<file path="src/hw/rtl/swrm_pkg.sv">
// ----------------------------------------------------------------------------
// swrm_pkg
// Shared widths, constants, codes and types of the sliding window rate meter.
// ----------------------------------------------------------------------------
package swrm_pkg;

    localparam int RING_DEPTH = 256;
    localparam int RING_AW    = (RING_DEPTH > 1) ? $clog2(RING_DEPTH) : 1;
    localparam int CNT_W      = $clog2(RING_DEPTH + 1);

    localparam int TIME_W  = 48;
    localparam int BYTES_W = 16;
    localparam int TOTAL_W = 64;
    localparam int RATE_W  = 40;
    localparam int CFG_W   = 40;
    localparam int CFG_IDX_W = 2;

    // bytes * 8 * 1e9: the 1e9 goes through the multiplier, the 8 is a shift
    localparam int NSPS_W  = 30;
    localparam logic [NSPS_W-1:0] NS_PER_S = NSPS_W'(1000000000);
    localparam int HALF_W  = TOTAL_W / 2;
    localparam int PP_W    = HALF_W + NSPS_W;
    localparam int SUM_W   = PP_W + HALF_W;
    localparam int NUM_W   = SUM_W + 3;
    localparam int HI_W    = NUM_W - RATE_W;
    localparam int DCNT_W  = $clog2(RATE_W + 1);

    localparam logic [RATE_W-1:0] RATE_MAX = {RATE_W{1'b1}};

    localparam logic [CFG_W-1:0] WINDOW_RST  = CFG_W'(100000000);
    localparam logic [CFG_W-1:0] SPACING_RST = CFG_W'(1000000);

    localparam logic [CFG_IDX_W-1:0] CFG_ENABLE  = CFG_IDX_W'(0);
    localparam logic [CFG_IDX_W-1:0] CFG_WINDOW  = CFG_IDX_W'(1);
    localparam logic [CFG_IDX_W-1:0] CFG_SPACING = CFG_IDX_W'(2);

    typedef enum logic [3:0] {
        ST_IDLE,
        ST_FIRST,
        ST_RD_NEW,
        ST_CHK,
        ST_MUL0,
        ST_MUL1,
        ST_SUM,
        ST_SAT,
        ST_DIV,
        ST_EMIT
    } t_state;

    typedef struct packed {
        logic [TIME_W-1:0]  stamp;
        logic [TOTAL_W-1:0] total;
    } t_sample;

    typedef struct packed {
        logic               we;
        logic [RING_AW-1:0] addr;
        t_sample            data;
    } t_ring_wr;

    typedef struct packed {
        logic              start;
        logic [TIME_W-1:0] rem;
        logic [RATE_W-1:0] low;
        logic [TIME_W-1:0] divisor;
    } t_div_req;

    typedef struct packed {
        logic              busy;
        logic [RATE_W-1:0] quo;
    } t_div_sts;

endpackage

</file>
<file path="src/hw/rtl/swrm_div.sv">
// ----------------------------------------------------------------------------
// swrm_div
// Restoring serial divider, one quotient bit per cycle.
// ----------------------------------------------------------------------------
module swrm_div (
    input  logic               i_clk,
    input  logic               i_rst_n,
    input  swrm_pkg::t_div_req i_req,
    output swrm_pkg::t_div_sts o_sts
);

    logic [swrm_pkg::TIME_W-1:0] r_rem;
    logic [swrm_pkg::RATE_W-1:0] r_q;
    logic [swrm_pkg::TIME_W-1:0] r_dv;
    logic [swrm_pkg::DCNT_W-1:0] r_cnt;
    logic                        r_busy;

    logic [swrm_pkg::TIME_W:0] trial;
    logic [swrm_pkg::TIME_W:0] diff;
    logic                      ge;

    // rem < divisor holds throughout, so the trial stays below twice it
    assign trial = {r_rem, r_q[swrm_pkg::RATE_W-1]};
    assign ge    = (trial >= {1'b0, r_dv});
    assign diff  = trial - {1'b0, r_dv};

    always_ff @(posedge i_clk) begin
        if (!i_rst_n) begin
            r_busy <= 1'b0;
            r_cnt  <= '0;
        end else if (i_req.start) begin
            r_busy <= 1'b1;
            r_cnt  <= swrm_pkg::DCNT_W'(swrm_pkg::RATE_W);
        end else if (r_busy) begin
            r_cnt <= r_cnt - 1'b1;
            if (r_cnt == swrm_pkg::DCNT_W'(1)) begin
                r_busy <= 1'b0;
            end
        end
    end

    always_ff @(posedge i_clk) begin
        if (i_req.start) begin
            r_rem <= i_req.rem;
            r_q   <= i_req.low;
            r_dv  <= i_req.divisor;
        end else if (r_busy) begin
            r_rem <= ge ? diff[swrm_pkg::TIME_W-1:0] : trial[swrm_pkg::TIME_W-1:0];
            r_q   <= {r_q[swrm_pkg::RATE_W-2:0], ge};
        end
    end

    assign o_sts.busy = r_busy;
    assign o_sts.quo  = r_q;

endmodule

</file>
<file path="config.mk">
export PLATFORM = sky130hd
export DESIGN_NAME = swrm_div
export DESIGN_NICKNAME = d
export VERILOG_FILES = /design/src/hw/rtl/swrm_pkg.sv /design/src/hw/rtl/swrm_div.sv
export SDC_FILE = /design/constraint.sdc
export NUM_CORES = 1
export LEC_CHECK = 0
export BUFFER_PORTS_ARGS = -buffer_cell sky130_fd_sc_hd__buf_2
export CAP_MARGIN = 20
export CELL_PAD_IN_SITES_DETAIL_PLACEMENT = 1
export CELL_PAD_IN_SITES_GLOBAL_PLACEMENT = 2
export CORE_MARGIN = 5
export CORE_UTILIZATION = 40
export CTS_BUF_LIST = sky130_fd_sc_hd__clkbuf_8
export DETAILED_ROUTE_END_ITERATION = 7
export GPL_TIMING_DRIVEN = 0
export PLACE_DENSITY_LB_ADDON = 0.1
export SLEW_MARGIN = 20
export SYNTH_ARGS = -nofsm -noshare
export SYNTH_HDL_FRONTEND = slang
export SYNTH_SLANG_ARGS = --single-unit
export TNS_END_PERCENT = 30
</file>
<file path="constraint.sdc">
create_clock -name i_clk -period 10.45 [get_ports i_clk]
set_input_delay 0.5225 -clock i_clk [delete_from_list [all_inputs] [get_ports i_clk]]
set_output_delay 0.5225 -clock i_clk [all_outputs]
set_load 0.02 [all_outputs]
</file>
==> run_results.csv <==
group,metric,value,unit
synth,synth-edff-count,136,
cts,clk_pin_slew,120,ps
place,place_area,10400,um2
route,dr.pass1.iters,4,
hold_path,min_path_type,"input port to register",
setup_path,critPathMostFrequentCell,"inv_1",
cells_and_area,syn2layout_area_growth,18.9,%
floorplan,die_h,161,um
floorplan,die-area,25900,um2
synth,syn_area_per_cell,11.1,um2
grt,antenna_found_initial,2,
setup_path,startpoint_type,"register",
sta,setup_ws,6400,ps
place,place.gp.congestion,0.802,
synth,yosysWarnings,0,
cts,clock_sinks,143,
cells_and_area,fin_nets,1208,
setup_path,critPathSlowestCell,"a221oi_1",
synth,seq_area_frac_synth,0.463,
setup_path,worstRegToRegCells,13,
synth,synth_top_area_cell,"edfxtp_1",
floorplan,start_util,0.404,
cells_and_area,final_core_util,0.480,
power,total_power,2.63,mW
route,routedWlPerCell,19.3,um
setup_path,crit_arrival,4280,ps
sta,finalClockSkew,23.6,ps
sta,period_minus_slack,4050,ps
setup_path,worstPathMaxFanout,5,
place,dp.cells,1284,
setup_path,crit_start,"r_q[39]",
power,switching_share,0.404,
synth,synthXorXnorAreaFrac,0.0442,
cts,clockBufferDepth,2,
sta,slew_headroom,0.514,
route,final_antenna_net_count,0,
route,drtIter0Drc,240,
flow_run,drv_cap,0,
synth,synth_top_family_by_area,"compound AO/OA/AOI/OAI gates",
synth,syn-num-nets,1008,
setup_path,crit_type,"register to register",
power,power.density,242,nW/um2
cts,postCtsSetupBuffers,0,
synth,synth_compound_area_frac,0.142,
cts,hold_buffers,0,
sta,fmax,247,MHz
sta,finalCritPeriodShare,0.387,
synth,syn-cell-area,9110,um2
sta,fin_hold_ws,224,ps
setup_path,reg2reg_slack,6400,ps
power,power_frac_clock,0.177,
synth,ys_ff_latch,143,
route,vias,6998,
synth,synth_top_area_frac,0.448,
synth,synth_flop_cell,"edfxtp_1",
grt,grt_max_degree,52,
cells_and_area,num-fill-cells,2568,
sta,finalSetupViolations,0,
outcome,status,"finished clean",
cells_and_area,drive_above_1_share,0.312,
sta,drv_slew,0,
cts,cts-root-buf,"clkbuf_8",
place,portBuffers,179,
setup_path,regToRegStartpoint,"r_q[39]",
cts,clk_latency,470,ps
synth,yosys-top-cells-count,"136 x edfxtp_1, 75 x mux2_2, 66 x a21oi_1, 62 x inv_1, 50 x ha_1",
setup_path,endpoint,"r_rem[44]",
cts,cts_tree,"yes",
setup_path,path_cells,"inv_1 > ha_1 > inv_1 > fa_1 > a21o_1 > a221oi_1 > o211a_1 > o221ai_1 > o21bai_1 > o2111ai_1 > a21oi_1 > xnor2_1 > a221o_1",
route,drc,0,
sta,hold_violations,0,
cells_and_area,num_antenna_cells,0,
sta,rsz0062_at_grt,"no",
floorplan,pin_count,180,
floorplan,rows,55,
place,place_hpwl,19400,um
cts,htreeDepth,4,
synth,synth-simple-area-share,0.0987,
power,p_int,1.57,mW
synth,synth_cell_types,62,
grt,grt_pass1_wl,40000,um
sta,tns,0,ps
synth,async_flop_share,0,
grt,grt_pass1_vias,7705,
power,pwr-share-comb,0.506,
power,p_leak,4.65,nW
sta,worstMarginPinSlew,729,ps
power,power.share.sequential,0.317,
setup_path,worst_ep_required_time,10680,ps
route,wirelength,25400,um
setup_path,cp_slowest_stage_delay,600,ps
cts,cts-buffers-inserted,17,
floorplan,die_x,161,um
floorplan,core_area,22600,um2
cells_and_area,final_cell_count_no_fill,1316,
cells_and_area,design_area,10800,um2
grt,grt_usage,0.194,
synth,postSynthCellCount,818,
cts,post_cts_resized,0,
power,switchingPower,1.06,mW
synth,synth_adder_area_share,0.0708,
synth,netlist_top_cells_area,"edfxtp_1 45%, mux2_2 9.3%, ha_1 6.9%",
grt,grt_overflow,0,
synth,yosysMostFrequentCell,"edfxtp_1",
route,vias_per_cell,5.32,
setup_path,reg2reg_to,"r_rem[44]",
setup_path,worstSetupEndpointType,"register",
place,place_worst_setup_slack,6420,ps
synth,muxShareOfSynthArea,0.133,
power,peakVddDrop,0.0824,mV
[worst max-delay path, delay by kind of cell, from the launching register on]
family                     cells  cell delay, ps
AOI/OAI and AO/OA              8            2580
xor gates and xnor gates       1             100
adders and majority gates      2             590
buffers and inverters          2             150
DFF                            1             400
[layout make-up]
cell class / count / area (um2) / area share
Buffer: 43 / 199 / 0.0184
Clock buffer: 17 / 234 / 0.0216
Clock inverter: 15 / 191 / 0.0177
Inverter: 62 / 233 / 0.0215
Multi-Input combinational cell: 570 / 4460 / 0.412
Sequential cell: 143 / 4220 / 0.390
Tap cell: 285 / 357 / 0.0329
Timing Repair Buffer: 181 / 938 / 0.0866
[power groups by stage]
stage | clock [mW] | combinational, mW | sequential, mW
2_1_floorplan | 0 | 0.994 | 0.846
3_3_place_gp | 0 | 1.31 | 0.839
3_5_place_dp | 0 | 1.33 | 0.842
4_1_cts | 0.482 | 1.34 | 0.832
5_1_grt | 0.505 | 1.47 | 0.843
6_report | 0.465 | 1.33 | 0.832
[kinds of logic (layout without fill, tap and decap cells)]
logic type	count (synthesis)	after routing
mux	102	102
fa+ha+maj	51	51
xor+xnor	46	46
compound gates	199	199
buf+inv	105	318
simple gates	172	172
flops	143	143
[layout by cell type (no fill, tap or decap), types with 5 or more instances in the layout]
master	count
clkbuf_8	17
nand4_1	16
nor3b_1	6
a21o_1	32
o21ai_0	31
a21oi_1	66
nor2_1	27
o211ai_1	5
o21bai_1	11
clkbuf_1	34
a211oi_1	5
inv_1	62
buf_2	181
nor3_1	10
clkinv_8	7
dfxtp_1	7
nand2_1	46
edfxtp_1	136
a31oi_1	8
mux2_2	75
and3_1	11
mux2i_1	6
or3_1	5
xor2_1	20
ha_1	50
mux2_4	20
nand2b_1	6
xnor2_1	26
nor2b_1	15
nand3_1	11
o21a_1	7
[layer usage]
layer	routed length [um]	GRT usage
met1	11300	0.243
met3	1100	0.0446
met5	21	0
met2	12500	0.338
met4	468	0.0527
[flip-flops by register name, indices dropped and copies added (netlist names)]
name / flops
r_busy: 1
r_rem: 48
r_q: 40
r_dv: 48
r_cnt: 6
[worst min-delay path by stage]
stage,slack [ps],cells past startpoint,endpoint,start
after CTS,190,1,r_dv[12],i_req[12]
after floorplan,470,2,r_cnt[1],r_cnt[1]
final,220,1,r_dv[12],i_req[12]
after global routing,190,1,r_dv[9],i_req[9]
after detailed placement,510,2,r_cnt[1],r_cnt[1]
after global placement,500,2,r_cnt[1],r_cnt[1]
Note: power is estimated with default switching activity, not from simulation.
